$ cat config.mk
export PLATFORM = sky130hd
export DESIGN_NAME = rsxb_div
export DESIGN_NICKNAME = d
export VERILOG_FILES = /design/src/rtl/rsxb_pkg.sv /design/src/rtl/rsxb_div.sv
export SDC_FILE = /design/constraint.sdc
export NUM_CORES = 1
export LEC_CHECK = 0
export BUFFER_PORTS_ARGS = -buffer_cell sky130_fd_sc_hd__buf_2
export CORE_MARGIN = 5
export CORE_UTILIZATION = 56
export CTS_CLUSTER_SIZE = 30
export DETAILED_ROUTE_END_ITERATION = 8
export GPL_ROUTABILITY_DRIVEN = 0
export PLACE_DENSITY = 0.85
export SLEW_MARGIN = 5
export SYNTH_ARGS = -nofsm -noshare
export SYNTH_HDL_FRONTEND = slang
export SYNTH_SLANG_ARGS = --single-unit
$ cat constraint.sdc
create_clock -name clock -period 11.11 [get_ports clock]
set_input_delay 1.6665 -clock clock [delete_from_list [all_inputs] [get_ports clock]]
set_output_delay 1.6665 -clock clock [all_outputs]
set_load 0.05 [all_outputs]
$ cat src/rtl/rsxb_pkg.sv
// Shared constants, types and helpers of the x*exp(x) root solver.
`default_nettype none
package rsxb_pkg;

   localparam int FRAC_BITS   = 40;
   localparam int X_W         = 42;
   localparam int TGT_W       = 46;
   localparam int TOL_W       = 41;
   localparam int STEP_W      = 7;
   localparam int K_W         = 6;
   localparam int NUM_W       = 104;

   localparam logic [6:0]  MAX_STEPS    = 7'd64;
   localparam logic [5:0]  SERIES_TERMS = 6'd40;
   localparam logic [63:0] ONE      = 64'd1 << FRAC_BITS;
   localparam logic [63:0] SAT_CAP  = 64'd1 << 60;
   localparam logic [63:0] DX_START = 64'd1000 << FRAC_BITS;
   localparam logic [X_W-1:0] XMAX  = {X_W{1'b1}};

   localparam logic [1:0] ST_OK        = 2'd0;
   localparam logic [1:0] ST_NOSIGN    = 2'd1;
   localparam logic [1:0] ST_ZERODERIV = 2'd2;
   localparam logic [1:0] ST_LIMIT     = 2'd3;

   localparam logic [2:0] CFG_METHOD = 3'd0;
   localparam logic [2:0] CFG_TARGET = 3'd1;
   localparam logic [2:0] CFG_LOWER  = 3'd2;
   localparam logic [2:0] CFG_UPPER  = 3'd3;
   localparam logic [2:0] CFG_START  = 3'd4;

   typedef enum logic [4:0] {
      S_IDLE, S_EV_START, S_SER_INIT, S_SER_MUL, S_SER_MULW, S_SER_DIVW,
      S_POW_CHK, S_POW_MULW, S_PROD_MULW,
      S_R_BLO, S_R_BHI, S_B_CHK, S_R_BMID,
      S_R_NFIRST, S_N_CHK, S_R_NEV, S_N_DIVW, S_DONE
   } state_type;

   // Sign code: bit 1 negative, bit 0 positive, both clear for zero.
   typedef logic [1:0] sign_type;

   function automatic sign_type sign_of(input logic [64:0] f);
      return {f[64], (f != 65'd0) && !f[64]};
   endfunction

   function automatic logic same_sign(input sign_type a, input sign_type b);
      return (a[0] && b[0]) || (a[1] && b[1]);
   endfunction

   function automatic logic opposite_sign(input sign_type a, input sign_type b);
      return (a[0] && b[1]) || (a[1] && b[0]);
   endfunction

endpackage
`default_nettype wire

$ cat src/rtl/rsxb_div.sv
// Restoring divider, one quotient bit per cycle, 104-bit dividend.
`default_nettype none
module rsxb_div
   import rsxb_pkg::*;
(
   input  wire logic             clock,
   input  wire logic             reset,
   input  wire logic             start,
   input  wire logic [NUM_W-1:0] num,
   input  wire logic [63:0]      den,
   output logic                  done,
   output logic [NUM_W-1:0]      quot
);

   logic [NUM_W-1:0] num_ff, num_in, q_ff, q_in;
   logic [64:0]      rem_ff, rem_in, trial;
   logic [63:0]      den_ff, den_in;
   logic [6:0]       cnt_ff, cnt_in;
   logic             busy_ff, busy_in, done_ff, done_in;

   always_comb begin
      trial = {rem_ff[63:0], num_ff[NUM_W-1]};
      num_in = num_ff; q_in = q_ff; rem_in = rem_ff; den_in = den_ff;
      cnt_in = cnt_ff; busy_in = busy_ff; done_in = 1'b0;
      if (start) begin
         num_in = num; den_in = den; rem_in = '0; q_in = '0;
         cnt_in = '0; busy_in = 1'b1;
      end else if (busy_ff) begin
         num_in = num_ff << 1;
         if (trial >= {1'b0, den_ff}) begin
            rem_in = trial - {1'b0, den_ff};
            q_in   = {q_ff[NUM_W-2:0], 1'b1};
         end else begin
            rem_in = trial;
            q_in   = {q_ff[NUM_W-2:0], 1'b0};
         end
         cnt_in = cnt_ff + 7'd1;
         if (cnt_ff == 7'(NUM_W - 1)) begin
            busy_in = 1'b0;
            done_in = 1'b1;
         end
      end
   end

   always_ff @(posedge clock) begin
      if (reset) begin
         busy_ff <= 1'b0;
         done_ff <= 1'b0;
         cnt_ff  <= '0;
      end else begin
         busy_ff <= busy_in;
         done_ff <= done_in;
         cnt_ff  <= cnt_in;
      end
      num_ff <= num_in; q_ff <= q_in; rem_ff <= rem_in; den_ff <= den_in;
   end

   assign done = done_ff;
   assign quot = q_ff;

endmodule
`default_nettype wire

* Word-level counts from Yosys, hierarchy flattened
Index checks and enable logic that the tools add are counted.
** Storage, ports and cells
- Input bits :: 171
- Logic and storage cells :: 23
- Output and inout port bits :: 105
- Flip-flop bits (word level) :: 345
** Operators by class
- Reduce and logical (&&, ||, !) cells :: 3
- Eq/ne operators :: 1
- $lt $le $gt $ge :: 1
- Mux-type cells :: 8
- Bitwise operators :: 1
- Add/subtract/negate cells :: 2
** Operators by type and width (count)
- $mux W104 :: 2
- $ge A65 B64 Y1 :: 1
- $mux W64 :: 1
- $sub A64 B64 Y64 :: 1
- $add A7 B1 Y7 const B :: 1
- $eq A7 B7 Y1 const B :: 1
- $mux W1 :: 5
- $reduce_or A3 Y1 :: 1
- $reduce_bool A2 Y1 :: 1
- $reduce_or A2 Y1 :: 1
- $not A1 Y1 :: 1

* Depth between registers and ports, before layout
- Depth in word-level cells :: 4
- Mapped depth :: 16
- Gate-level depth less buffers :: 13

* Worst setup path before layout
OpenSTA, ideal clock, no wires.
- Path kind :: in2reg
- Start point :: input start
- End point :: register num_ff[0], enable pin
- Buffers on the path :: 2
- Path slack :: 6353 ps
- Arrival time :: 4300 ps
- Cell stages on the path :: 4
- Data required time :: 10653 ps
- Library setup time :: 457 ps
- Cell sequence :: clkbuf_1 > clkbuf_1 > nor2_1 > inv_1
** Between the ends
- Cells in the longest elaborated chain, start to end :: 1
** Ends and longest elaborated chain
- from (decl) :: RTL line rsxb_div.sv:8 : input wire logic start,
- $reduce_bool A2 Y1 (no line)
- to (signal assigned) :: RTL line rsxb_div.sv:55 : num_ff <= num_in; q_ff <= q_in; rem_ff <= rem_in; den_ff <= den_in;
- to (decl) :: RTL line rsxb_div.sv:15 : logic [NUM_W-1:0] num_ff, num_in, q_ff, q_in;
No other way between the ends.
A chain may end at the register's enable or synchronous reset.

* Worst setup path after layout
- Start point :: register den_ff[1]
- End point :: register rem_ff[44]
** Between the ends
- Cells in the longest elaborated chain, start to end :: 2
- Elaborated cells between the ends (all ways) :: 3
- Classes of those cells :: 1 x add/sub; 1 x order compare; 1 x mux
** Ends and longest elaborated chain
- from (decl) :: RTL line rsxb_div.sv:17 : logic [63:0] den_ff, den_in;
- from (signal assigned) :: RTL line rsxb_div.sv:55
- $sub A64 B64 Y64 or $ge A65 B64 Y1 (tied branches) :: RTL line rsxb_div.sv:31, rsxb_div.sv:30
- $mux W64 * :: RTL line rsxb_div.sv:30 : if (trial >= {1'b0, den_ff}) begin
- to (signal assigned) :: RTL line rsxb_div.sv:55
- to (decl) :: RTL line rsxb_div.sv:16 : logic [64:0] rem_ff, rem_in, trial;
Every way passes the cells marked *; elsewhere a longest branch is shown, timed or not.

==> flow_summary.toml <==
[sta]
relSlewSlack = 0.250
finalCritPeriodShare = 0.411
fin_crit_ns = 4.57
hold_violations = 0
setup_viol = 0
drv_slew = 0
rsz0062_at_grt = "false"
max_freq_mhz = 219
skew_ns = 0.0168
final.setup.worst_slack_ns = 6.54
finalSetupTns_ns = 0
worstMarginPinSlew_ns = 1.13

[run_status]
status = "complete, no violations"

[floorplanning]
num_rows = 65
io_pins = 276
fp.dieArea_sq_um = 35100
fp.coreArea_sq_um = 31300
initial_utilization = 0.562
die_x_um = 187
die_h_um = 187

[cts]
clock_sinks = 345
cts_buffers = 37
cts_buffer_depth = 3
h-tree-depth = 2
hold_buffers = 0
cts_tree = "yes"
insertion_delay_ns = 0.53
path_clk_slew_ns = 0.06
cts.repair.resized = 0
cts_root_buffer = "clkbuf_16"
cts_setup_buffers = 0

[global_routing]
grt_max_degree = 152
grt.overflow.total = 0
grt_pass1_wl_um = 67200
antenna_found_initial = 16
grt_pass1_vias = 13300
grt_util_all_layers = 0.230

[cells_and_area]
fin_cells = 2331
areaGrowthSynthToFinish_pct = 15.4
layout-drive-gt1-share = 0.248
design_area_sq_um = 20300
utilization = 0.649
final_nets = 2132

[yosys]
synthArstFlopShare = 0
syn_avg_cell_area_sq_um = 10.6
yosysTopAreaCellShare = 0.287
synth-seq-cells = 345
synthesis.area_sq_um = 17600
yosysSeqAreaShare = 0.488
yosys-top-cells-area = "edfxtp_1 (29%), dfxtp_1 (20%), mux2i_1 (8.3%)"
syn_nets = 1905
synth_cell_types = 83
synthFlopType = "dfxtp_1"
postSynthCellCount = 1668
yosysTopAreaCell = "edfxtp_1"
synth_warnings = 0
synth_edf_count = 168

[power]
pwr-share-seq = 0.451
p_sw_frac = 0.268
power_leakage_nw = 8.65
powerDensity_nw_per_um2 = 161
clock_power_share = 0.370
vdd_drop_max_v = 0.000134
intPower_mw = 2.39
power_frac_comb = 0.179
power.switching_mw = 0.876

[placement]
dp.cells = 2258
portBuffers = 275
placed_cell_area_sq_um = 19100
dpl.hpwl_um = 29800
place_ws_ns = 6.50

[job]
drv_cap = 0

[routing]
final_antenna_net_count = 0
vias_per_cell = 5.77
drt_iter0_drc = 1003
avgRoutedWirePerCell_um = 18.2
wl_um = 42400
first_pass_iters = 5
drc = 0
vias = 13500

[setup_path]
endpoint_kind = "flip-flop"
ff2ff_setup_slack_ns = 6.54
path_class = "flip-flop to flip-flop"
cp_data_required_time_ns = 11.56
worstSetupStartpointType = "flip-flop"
path_max_fanout = 54
crit_arrival_ns = 5.01

[hold_path]
worstHoldPathType = "flip-flop to flip-flop"
[cell usage after synthesis, types with 12 or more instances]
cell type and number:
nand3_1 27, ha_1 65, edfxtp_1 168, nand4_1 20
nor3_1 14, dfxtp_1 177, o21bai_1 16, buf_2 12
buf_1 12, mux2i_1 146, nor2_1 219, clkbuf_1 55
mux2_2 103, inv_1 84, a21oi_1 92, xor2_1 18
a21o_1 31, xnor2_1 34, o21ai_0 53, nand2_1 82
a211oi_1 53
[placed cells by master (no fill, tap or decap), types with 5 or more instances in the layout]
cell type    n
clkbuf_16   39
nand3_1     27
dfxtp_1    176
diode_2      8
o21bai_1    16
inv_1       83
nor3_1      14
a21oi_1     92
nor2b_1      9
mux2_2     103
xnor2_1     34
clkbuf_1     9
o21ai_1      6
nand2_2      5
o21a_1      10
ha_1        65
nor2_1     219
a31oi_1     10
a211oi_1    53
mux2i_1    146
o221ai_1     6
nand2_1     82
o211ai_1     9
nand2b_1     7
clkinv_1     6
buf_2      274
or3_1        9
xor2_1      18
edfxtp_1   168
a21o_1      31
nand4_1     20
o21ai_0     53
buf_4        5
and3_1       8
a21oi_2      6
[cell families after synthesis]
kind of cell	synth area share
muxes	0.149
buffers and inverters	0.0446
and+or+nand+nor	0.116
xor gates and xnor gates	0.0259
DFF	0.488
AOI/OAI and AO/OA	0.130
adders and majority gates	0.0473
[path summary, 6_finish.rpt]
path,startpoint,cells past startpoint,end
min reg2reg,rem_ff[1],2,rem_ff[1]
max reg2reg,den_ff[1],13,rem_ff[44]
max,den_ff[1],13,rem_ff[44]
min,rem_ff[1],2,rem_ff[1]
[area by class of cell]
cell class / count / area (sq um)
Antenna cell: 8 / 20.0
Clock buffer: 51 / 1050
Clock inverter: 14 / 143
Fill cell: 2394 / 11000
Inverter: 86 / 325
Multi-Input combinational cell: 1144 / 8240
Sequential cell: 345 / 8590
Tap cell: 402 / 503
Timing Repair Buffer: 281 / 1440
[worst max-delay path, stage by stage (launching register included)]
cell and delay [ns]:
edfxtp_1 0.37, inv_1 0.06, ha_1 0.29, nor2b_1 0.21, o31a_1 0.19, a31oi_1 0.17, a2111oi_2 0.55, o211a_1 0.27
o21ai_2 0.09, o21ai_4 0.77, buf_4 0.70, and2_1 0.43, nand2b_4 0.13, o221ai_1 0.15
[power by group through the flow]
stage / Combinational [mW] / Clock (mW) / Sequential [mW]
6_report: 0.584 / 1.21 / 1.47
3_5_place_dp: 0.574 / 0 / 1.50
2_1_floorplan: 0.460 / 0 / 1.48
3_3_place_gp: 0.560 / 0 / 1.49
5_1_grt: 0.640 / 1.29 / 1.48
4_1_cts: 0.578 / 1.24 / 1.47
[sequential cells by signal, summed over array words and instances, names as in the netlist]
register  flops
cnt_ff        7
den_ff       64
num_ff      104
rem_ff       64
quot        104
busy_ff       1
done          1
[metal layers]
layer,up-vias,track usage,part of all wire
li1,6495,-,-
met5,-,0,0.0029
met1,6343,0.278,0.40
met2,483,0.387,0.48
met4,18,0.0776,0.029
met3,112,0.0803,0.090
[per-stage QoR]
step | hold WS (ns) | power (mW)
6_report | 0.489 | 3.26
4_1_cts | 0.492 | 3.29
3_3_place_gp | 0.468 | 2.05
5_1_grt | 0.525 | 3.41
3_5_place_dp | 0.484 | 2.07
2_1_floorplan | 0.456 | 1.94
Power figures use the tool's default switching activity.
