<file path="src/rtl/rsxb_pkg.sv">
// Shared constants, types and helpers of the x*exp(x) root solver.
`default_nettype none
package rsxb_pkg;

   localparam int FRAC_BITS   = 40;
   localparam int X_W         = 42;
   localparam int TGT_W       = 46;
   localparam int TOL_W       = 41;
   localparam int STEP_W      = 7;
   localparam int K_W         = 6;
   localparam int NUM_W       = 104;

   localparam logic [6:0]  MAX_STEPS    = 7'd64;
   localparam logic [5:0]  SERIES_TERMS = 6'd40;
   localparam logic [63:0] ONE      = 64'd1 << FRAC_BITS;
   localparam logic [63:0] SAT_CAP  = 64'd1 << 60;
   localparam logic [63:0] DX_START = 64'd1000 << FRAC_BITS;
   localparam logic [X_W-1:0] XMAX  = {X_W{1'b1}};

   localparam logic [1:0] ST_OK        = 2'd0;
   localparam logic [1:0] ST_NOSIGN    = 2'd1;
   localparam logic [1:0] ST_ZERODERIV = 2'd2;
   localparam logic [1:0] ST_LIMIT     = 2'd3;

   localparam logic [2:0] CFG_METHOD = 3'd0;
   localparam logic [2:0] CFG_TARGET = 3'd1;
   localparam logic [2:0] CFG_LOWER  = 3'd2;
   localparam logic [2:0] CFG_UPPER  = 3'd3;
   localparam logic [2:0] CFG_START  = 3'd4;

   typedef enum logic [4:0] {
      S_IDLE, S_EV_START, S_SER_INIT, S_SER_MUL, S_SER_MULW, S_SER_DIVW,
      S_POW_CHK, S_POW_MULW, S_PROD_MULW,
      S_R_BLO, S_R_BHI, S_B_CHK, S_R_BMID,
      S_R_NFIRST, S_N_CHK, S_R_NEV, S_N_DIVW, S_DONE
   } state_type;

   // Sign code: bit 1 negative, bit 0 positive, both clear for zero.
   typedef logic [1:0] sign_type;

   function automatic sign_type sign_of(input logic [64:0] f);
      return {f[64], (f != 65'd0) && !f[64]};
   endfunction

   function automatic logic same_sign(input sign_type a, input sign_type b);
      return (a[0] && b[0]) || (a[1] && b[1]);
   endfunction

   function automatic logic opposite_sign(input sign_type a, input sign_type b);
      return (a[0] && b[1]) || (a[1] && b[0]);
   endfunction

endpackage
`default_nettype wire

</file>
<file path="src/rtl/rsxb_mul.sv">
// Multi-cycle saturating fixed-point multiplier, 16 bits of b per cycle.
`default_nettype none
module rsxb_mul
   import rsxb_pkg::*;
(
   input  wire logic        clock,
   input  wire logic        reset,
   input  wire logic        start,
   input  wire logic [63:0] a,
   input  wire logic [63:0] b,
   output logic             done,
   output logic [63:0]      result
);

   logic [63:0]  a_ff, a_in, b_ff, b_in, res_ff, res_in;
   logic [127:0] acc_ff, acc_in;
   logic [2:0]   cnt_ff, cnt_in;
   logic         busy_ff, busy_in, done_ff, done_in;
   logic [15:0]  chunk;
   logic [79:0]  prod;
   logic [127:0] part;
   logic [63:0]  raw;

   always_comb begin
      chunk = 16'(b_ff >> {cnt_ff[1:0], 4'b0000});
      prod  = a_ff * {64'd0, chunk};
      part  = {48'd0, prod} << {cnt_ff[1:0], 4'b0000};
      raw   = acc_ff[103:40];
      a_in = a_ff; b_in = b_ff; acc_in = acc_ff; cnt_in = cnt_ff;
      busy_in = busy_ff; done_in = 1'b0; res_in = res_ff;
      if (start) begin
         a_in = a; b_in = b; acc_in = '0; cnt_in = '0; busy_in = 1'b1;
      end else if (busy_ff) begin
         if (cnt_ff == 3'd4) begin
            busy_in = 1'b0;
            done_in = 1'b1;
            if (acc_ff[127:104] != 24'd0 || raw > SAT_CAP) res_in = SAT_CAP;
            else res_in = raw;
         end else begin
            acc_in = acc_ff + part;
            cnt_in = cnt_ff + 3'd1;
         end
      end
   end

   always_ff @(posedge clock) begin
      if (reset) begin
         busy_ff <= 1'b0;
         done_ff <= 1'b0;
         cnt_ff  <= '0;
      end else begin
         busy_ff <= busy_in;
         done_ff <= done_in;
         cnt_ff  <= cnt_in;
      end
      a_ff <= a_in; b_ff <= b_in; acc_ff <= acc_in; res_ff <= res_in;
   end

   assign done   = done_ff;
   assign result = res_ff;

endmodule
`default_nettype wire

</file>
<file path="config.mk">
export PLATFORM = sky130hd
export DESIGN_NAME = rsxb_mul
export DESIGN_NICKNAME = d
export VERILOG_FILES = /design/src/rtl/rsxb_pkg.sv /design/src/rtl/rsxb_mul.sv
export SDC_FILE = /design/constraint.sdc
export NUM_CORES = 2
export LEC_CHECK = 0
export BUFFER_PORTS_ARGS = -buffer_cell sky130_fd_sc_hd__buf_2
export CORE_AREA = 2 2 386 350
export DETAILED_ROUTE_END_ITERATION = 8
export DIE_AREA = 0 0 388 352
export GPL_ROUTABILITY_DRIVEN = 0
export PLACE_DENSITY = 0.52
export REMOVE_ABC_BUFFERS = 1
export SLEW_MARGIN = 5
export SYNTH_ARGS = -nofsm -noshare
export SYNTH_HDL_FRONTEND = slang
export SYNTH_SLANG_ARGS = --single-unit
</file>
<file path="constraint.sdc">
create_clock -name clock -period 14.1 [get_ports clock]
set_input_delay 2.82 -clock clock [delete_from_list [all_inputs] [get_ports clock]]
set_output_delay 2.82 -clock clock [all_outputs]
set_load 0.01 [all_outputs]
</file>
## Word-level counts from Yosys, hierarchy flattened

Cells that the tools add are included.

- Output and inout bits: 65
- Register bits: 325
- Word-level logic and storage cells: 27
- Input bits: 131

- $lt $le $gt $ge: 1
- Shift-type cells: 2
- Bitwise operators: 3
- Multiplexer cells: 4
- Reduce and logical (&&, ||, !) cells: 6
- Add/subtract/negate cells: 2
- Multiply operators: 1
- Eq/ne operators: 1

Operators with widths:

| kind | count |
|---|---|
| 128-bit adder | 1 |
| 80-bit by 6-bit left shift with 128-bit output | 1 |
| 64-bit by 16-bit multiplier with 80-bit output | 1 |
| 64-bit by 61-bit > comparator with 1-bit output, second input constant | 1 |
| 64-bit by 6-bit >> shifter with 16-bit output | 1 |
| 24-bit nonzero test | 1 |
| 1-bit two-way mux | 4 |
| 3-bit by 1-bit adder with 3-bit output, second input constant | 1 |
| 3-bit equality test, second input constant | 1 |
| 1-bit inverter | 3 |
| 3-bit AND reduction | 1 |
| 3-bit OR reduction | 1 |
| 2-bit AND reduction | 1 |
| 2-bit OR reduction | 1 |
| 1-bit logical OR | 1 |

## Depth between registers and ports, before layout

- Depth in word-level cells: 4
- Depth in mapped cells: 45
- Mapped depth without buffers: 40

## Worst setup path after synthesis

Ideal clock, no wire load.

- Path kind: register -> register
- From: register cnt_ff[0]
- To: register acc_ff[98]
- Data required time: 13983 ps
- Clock period less this slack: 10975 ps
- Stages on the path, launching flop included: 42
- Library setup time: 117 ps
- Arrival time: 10857 ps
- Path buffers: 5
- Setup slack: 3125 ps
- Path through: dfxtp_1 > clkbuf_1 > buf_1 > mux4_2 > clkbuf_1 > clkbuf_1 > nand2_1 > fa_1 > inv_1 > fa_1 > inv_1 > fa_1 > inv_1 > fa_1 > fa_1 > inv_1 > fa_1 > inv_1 > [6 not listed] > a21oi_1 > o21ai_1 > o31ai_4 > a21oi_1 > xor2_1 > o21ai_0 > o21a_1 > ha_1 > clkbuf_1 > nand4_1 > nor2_1 > nand2_1 > or3_1 > or4b_4 > a2111oi_2 > o21ai_0 > a21o_1 > a32o_1

- Longest elaborated chain between the ends: 4
- Elaborated cells on any way between the ends: 7
- Those cells by class: add/sub: 1; mul: 1; eq/ne: 1; shift: 2; bitwise: 1; reduce/logical: 1

Ends and longest elaborated chain:

| what | line | RTL |
|---|---|---|
| start: declaration | rsxb_mul.sv:17 | `logic [2:0] cnt_ff, cnt_in;` |
| start signal: assignment | rsxb_mul.sv:54 | `cnt_ff <= cnt_in;` |
| 64-bit by 6-bit >> shifter with 16-bit output | rsxb_mul.sv:25 | `chunk = 16'(b_ff >> {cnt_ff[1:0], 4'b0000});` |
| 64-bit by 16-bit multiplier with 80-bit output | rsxb_mul.sv:26 | `prod = a_ff * {64'd0, chunk};` |
| 80-bit by 6-bit left shift with 128-bit output | rsxb_mul.sv:27 | `part = {48'd0, prod} << {cnt_ff[1:0], 4'b0000};` |
| 128-bit adder | rsxb_mul.sv:40 | `acc_in = acc_ff + part;` |
| end signal: assignment | rsxb_mul.sv:56 | `a_ff <= a_in; b_ff <= b_in; acc_ff <= acc_in; res_ff <= res_in;` |
| end: declaration | rsxb_mul.sv:16 | `logic [127:0] acc_ff, acc_in;` |

Parallel ways exist; a longest one is shown, timed or not.
A chain may end at the register's enable or synchronous reset.

## Final worst setup path

- From: register cnt_ff[0]
- To: register acc_ff[127]

The elaborated chain is that of the path after synthesis.

==> summary.md <==
| Metric | Value |
|---|---|
| Status | completed |
| Area Growth Syn to Fin | 6.99% |
| Cts repair resizes | 0 |
| MaxCap Viol Count | 0 |
| Grt ovf | 0 |
| Routed wire length | around 180 mm |
| Fmax | between 0.07 and 0.08 GHz |
| Ratio of cells with drive above 1 in the final layout | under 10% |
| CTS tree | built |
| Top post-synthesis cells by area | fa_1 (33%), edfxtp_1 (11%), nand2_1 (7.9%) |
| Core Rows | ~130 |
| Max FO, Critical Path | 39 |
| Most Frequent Cell on Critical Path | fa_1 |
| Min-Delay Path Class | reg -> reg |
| CP Buf/Inv Count | 3 |
| Worst EP arrival | 13850 ps |
| Initial antenna violation count | 4 |
| Die area | around 140000 sq um |
| DR WL/cell | between 20 and 25 microns |
| First-pass DRT Iterations | 6 |
| Fin util | between 40 and 50% |
| Post-place setup slack | about 1200 ps |
| Slew Limit Fails | 0 |
| Hold_buf cts | 0 |
| Syn Inst Count | roughly 6.2k |
| CP delay by family, top | adder cells |
| Worst-skew pair later-pin latency | roughly 660 ps |
| Tmin final | roughly 13000 ps |
| Setup crit start kind | flop |
| Largest net degree at the start of global routing | between 100 and 150 |
| Post-layout nets | around 7.4k |
| Reg clk slew, reported paths | roughly 70 ps |
| Clk buf depth | 3 |
| Die width | between 300 and 400 microns |
| H-tree levels | 2 |
| Vert. Die Dim | roughly 350 microns |
| Sequential fraction of the synthesis area | ~16% |
| Setup CP Type | reg -> reg |
| Slew HR | 12.7% |
| Setup TNS | 0 ps |
| Critical Path RT | around 15000 ps |
| CTS Root Cell | clkbuf_16 |
| # fillers | 13.5k |
| Core Box Area | approximately 130000 sq um |
| Initial core utilization | 39.8% |
| Mapped cell area | around 53000 sq um |
| Average vias per placed instance | roughly 5.5 |
| GRT Resource Usage Total | a little over a quarter |
| IO Count | approximately 200 |
| Max incr delay on CP | 1090 ps |
| Cts bufs inserted | between 40 and 50 |
| Worst setup EP type | flop |
| DRT iter0 DRCs | 4040 |
| Yosys Warn Count | 0 |
| Post-Syn Area per Cell | ~8.5 sq um |
| Commonest register cell after synthesis | edfxtp_1 |
| Post-synth top area share | about a third |
| Fin crit share | roughly 94% |
| Post-synth cell types | 93 |
| Post-synth top area cell | fa_1 |
| Final hold violation count | 0 |
| RSZ-0062 raised after global routing | no |
| Via count | about 44k |
| Worst Skew | roughly 56 ps |
| First-pass GRT wire length | 275 mm |
| # setup viols final | 0 |
| Antenna Nets Post-Route | 0 |
| Vias in the first global route | 44.1k |
| Num Clock Sinks | ~330 |
| Number of synthesized register bits | approximately 330 |
| Total setup buffers inserted after CTS | 0 |
| Drt drc | 0 |
| I/O Buffers | 195 |
| Setup WS post-layout | roughly 800 ps |
| Detailed Place HPWL | roughly 140 mm |
| Asr flop ratio synth | 0% |
| Measured slew at the worst slew-check pin | about 1300 ps |
| Slowest CP cell | mux4_2 |
| EDFF count, synth | roughly 190 |
[worst register-to-register path: cells and delay by family (launching register included)]
family / cells / cell delay (ps)
DFF: 1 / 640
muxes: 2 / 1470
adders and majority gates: 8 / 4120
buffers and inverters: 3 / 150
and+or+nand+nor: 14 / 3510
AOI/OAI and AO/OA: 10 / 3330
[metal layers]
metal  GRT usage (%)  wire length (microns)  vias up
met2            37.2                  72400     1756
met4            6.42                   4680        0
met3            6.09                  16600      226
li1                -                      -    19571
met5               0                      0        -
met1            39.6                  83000    22096
[logic make-up (layout without fill, tap and decap cells)]
family / after synthesis / count (layout) / share of synthesized area (%)
muxes: 61 / 61 / 1.55
AOI/OAI and AO/OA: 1036 / 1036 / 11.9
xor gates and xnor gates: 194 / 194 / 3.22
adders and majority gates: 1148 / 1148 / 39.6
and+or+nand+nor: 2108 / 2108 / 18.4
buffers and inverters: 1304 / 1277 / 9.36
DFF: 325 / 325 / 16.0
other: 1 / 4 / 0.00711
[Yosys cell counts, types with 19 or more instances]
cell type and number:
xor2_1 87, and3_1 76, a21oi_1 405, edfxtp_1 192, nor3_1 55, fa_1 867, xnor2_1 107, a31oi_1 28
nand2b_1 27, and2_1 364, mux2i_1 39, a21o_1 121, a211oi_1 28, nor4_1 26, o21a_1 24, nand4_1 98
o22ai_1 19, nor2_1 258, dfxtp_1 133, o21ai_0 228, ha_1 281, nand2_1 1106, o21bai_1 52, o31ai_1 19
inv_1 954, nand3_1 29, o211ai_1 19, clkbuf_1 318
[stage by stage]
step                      instances  hold WS (ps)  cell area, sq um
after floorplan                5830           430             51400
after global placement         7813           442             55000
after detailed placement       7813           452             55000
after CTS                      7893           460             56400
after global routing           7893           479             56400
final                          7894           456             56400
[state kept, by name, indices dropped and copies added, names as in the netlist]
signal / cells
result: 64
a_ff: 64
b_ff: 64
busy_ff: 1
cnt_ff: 3
acc_ff: 128
done: 1
[cells in the final DEF (no fill, tap or decap), drive strengths merged, types with 121 or more instances in the layout]
cell type,n
a21o,121
edfxtp,192
nand2,1109
buf,242
o21ai,246
dfxtp,133
fa,867
and2,365
ha,281
nor2,260
inv,962
a21oi,407
[path summary, 6_finish.rpt]
path                               start                  endpoint  slack (ps)  cells past startpoint
hold reg to reg   acc_ff[3]$_SDFFE_PP0P_    acc_ff[3]$_SDFFE_PP0P_         460                      2
hold / removal    acc_ff[3]$_SDFFE_PP0P_    acc_ff[3]$_SDFFE_PP0P_         460                      2
setup / recovery  cnt_ff[0]$_SDFFE_PP0P_  acc_ff[127]$_SDFFE_PP0P_         800                     37
setup reg to reg  cnt_ff[0]$_SDFFE_PP0P_  acc_ff[127]$_SDFFE_PP0P_         800                     37
[area by class of cell]
class                      count  area, sq um  share of cell area [%]
inverter                     955         3580                    6.35
tap                         1741         2180                    3.86
antenna                        1         2.50                 0.00444
clock inverter                34          348                   0.616
clock buffer                  46         1100                    1.94
sequential                   325         8440                    15.0
multi-input combinational   4550        39400                    69.9
timing repair buffer         242         1360                    2.42
Power is not shown: default switching activity piles up to over one toggle a cycle in this logic, so the estimate is an artifact.
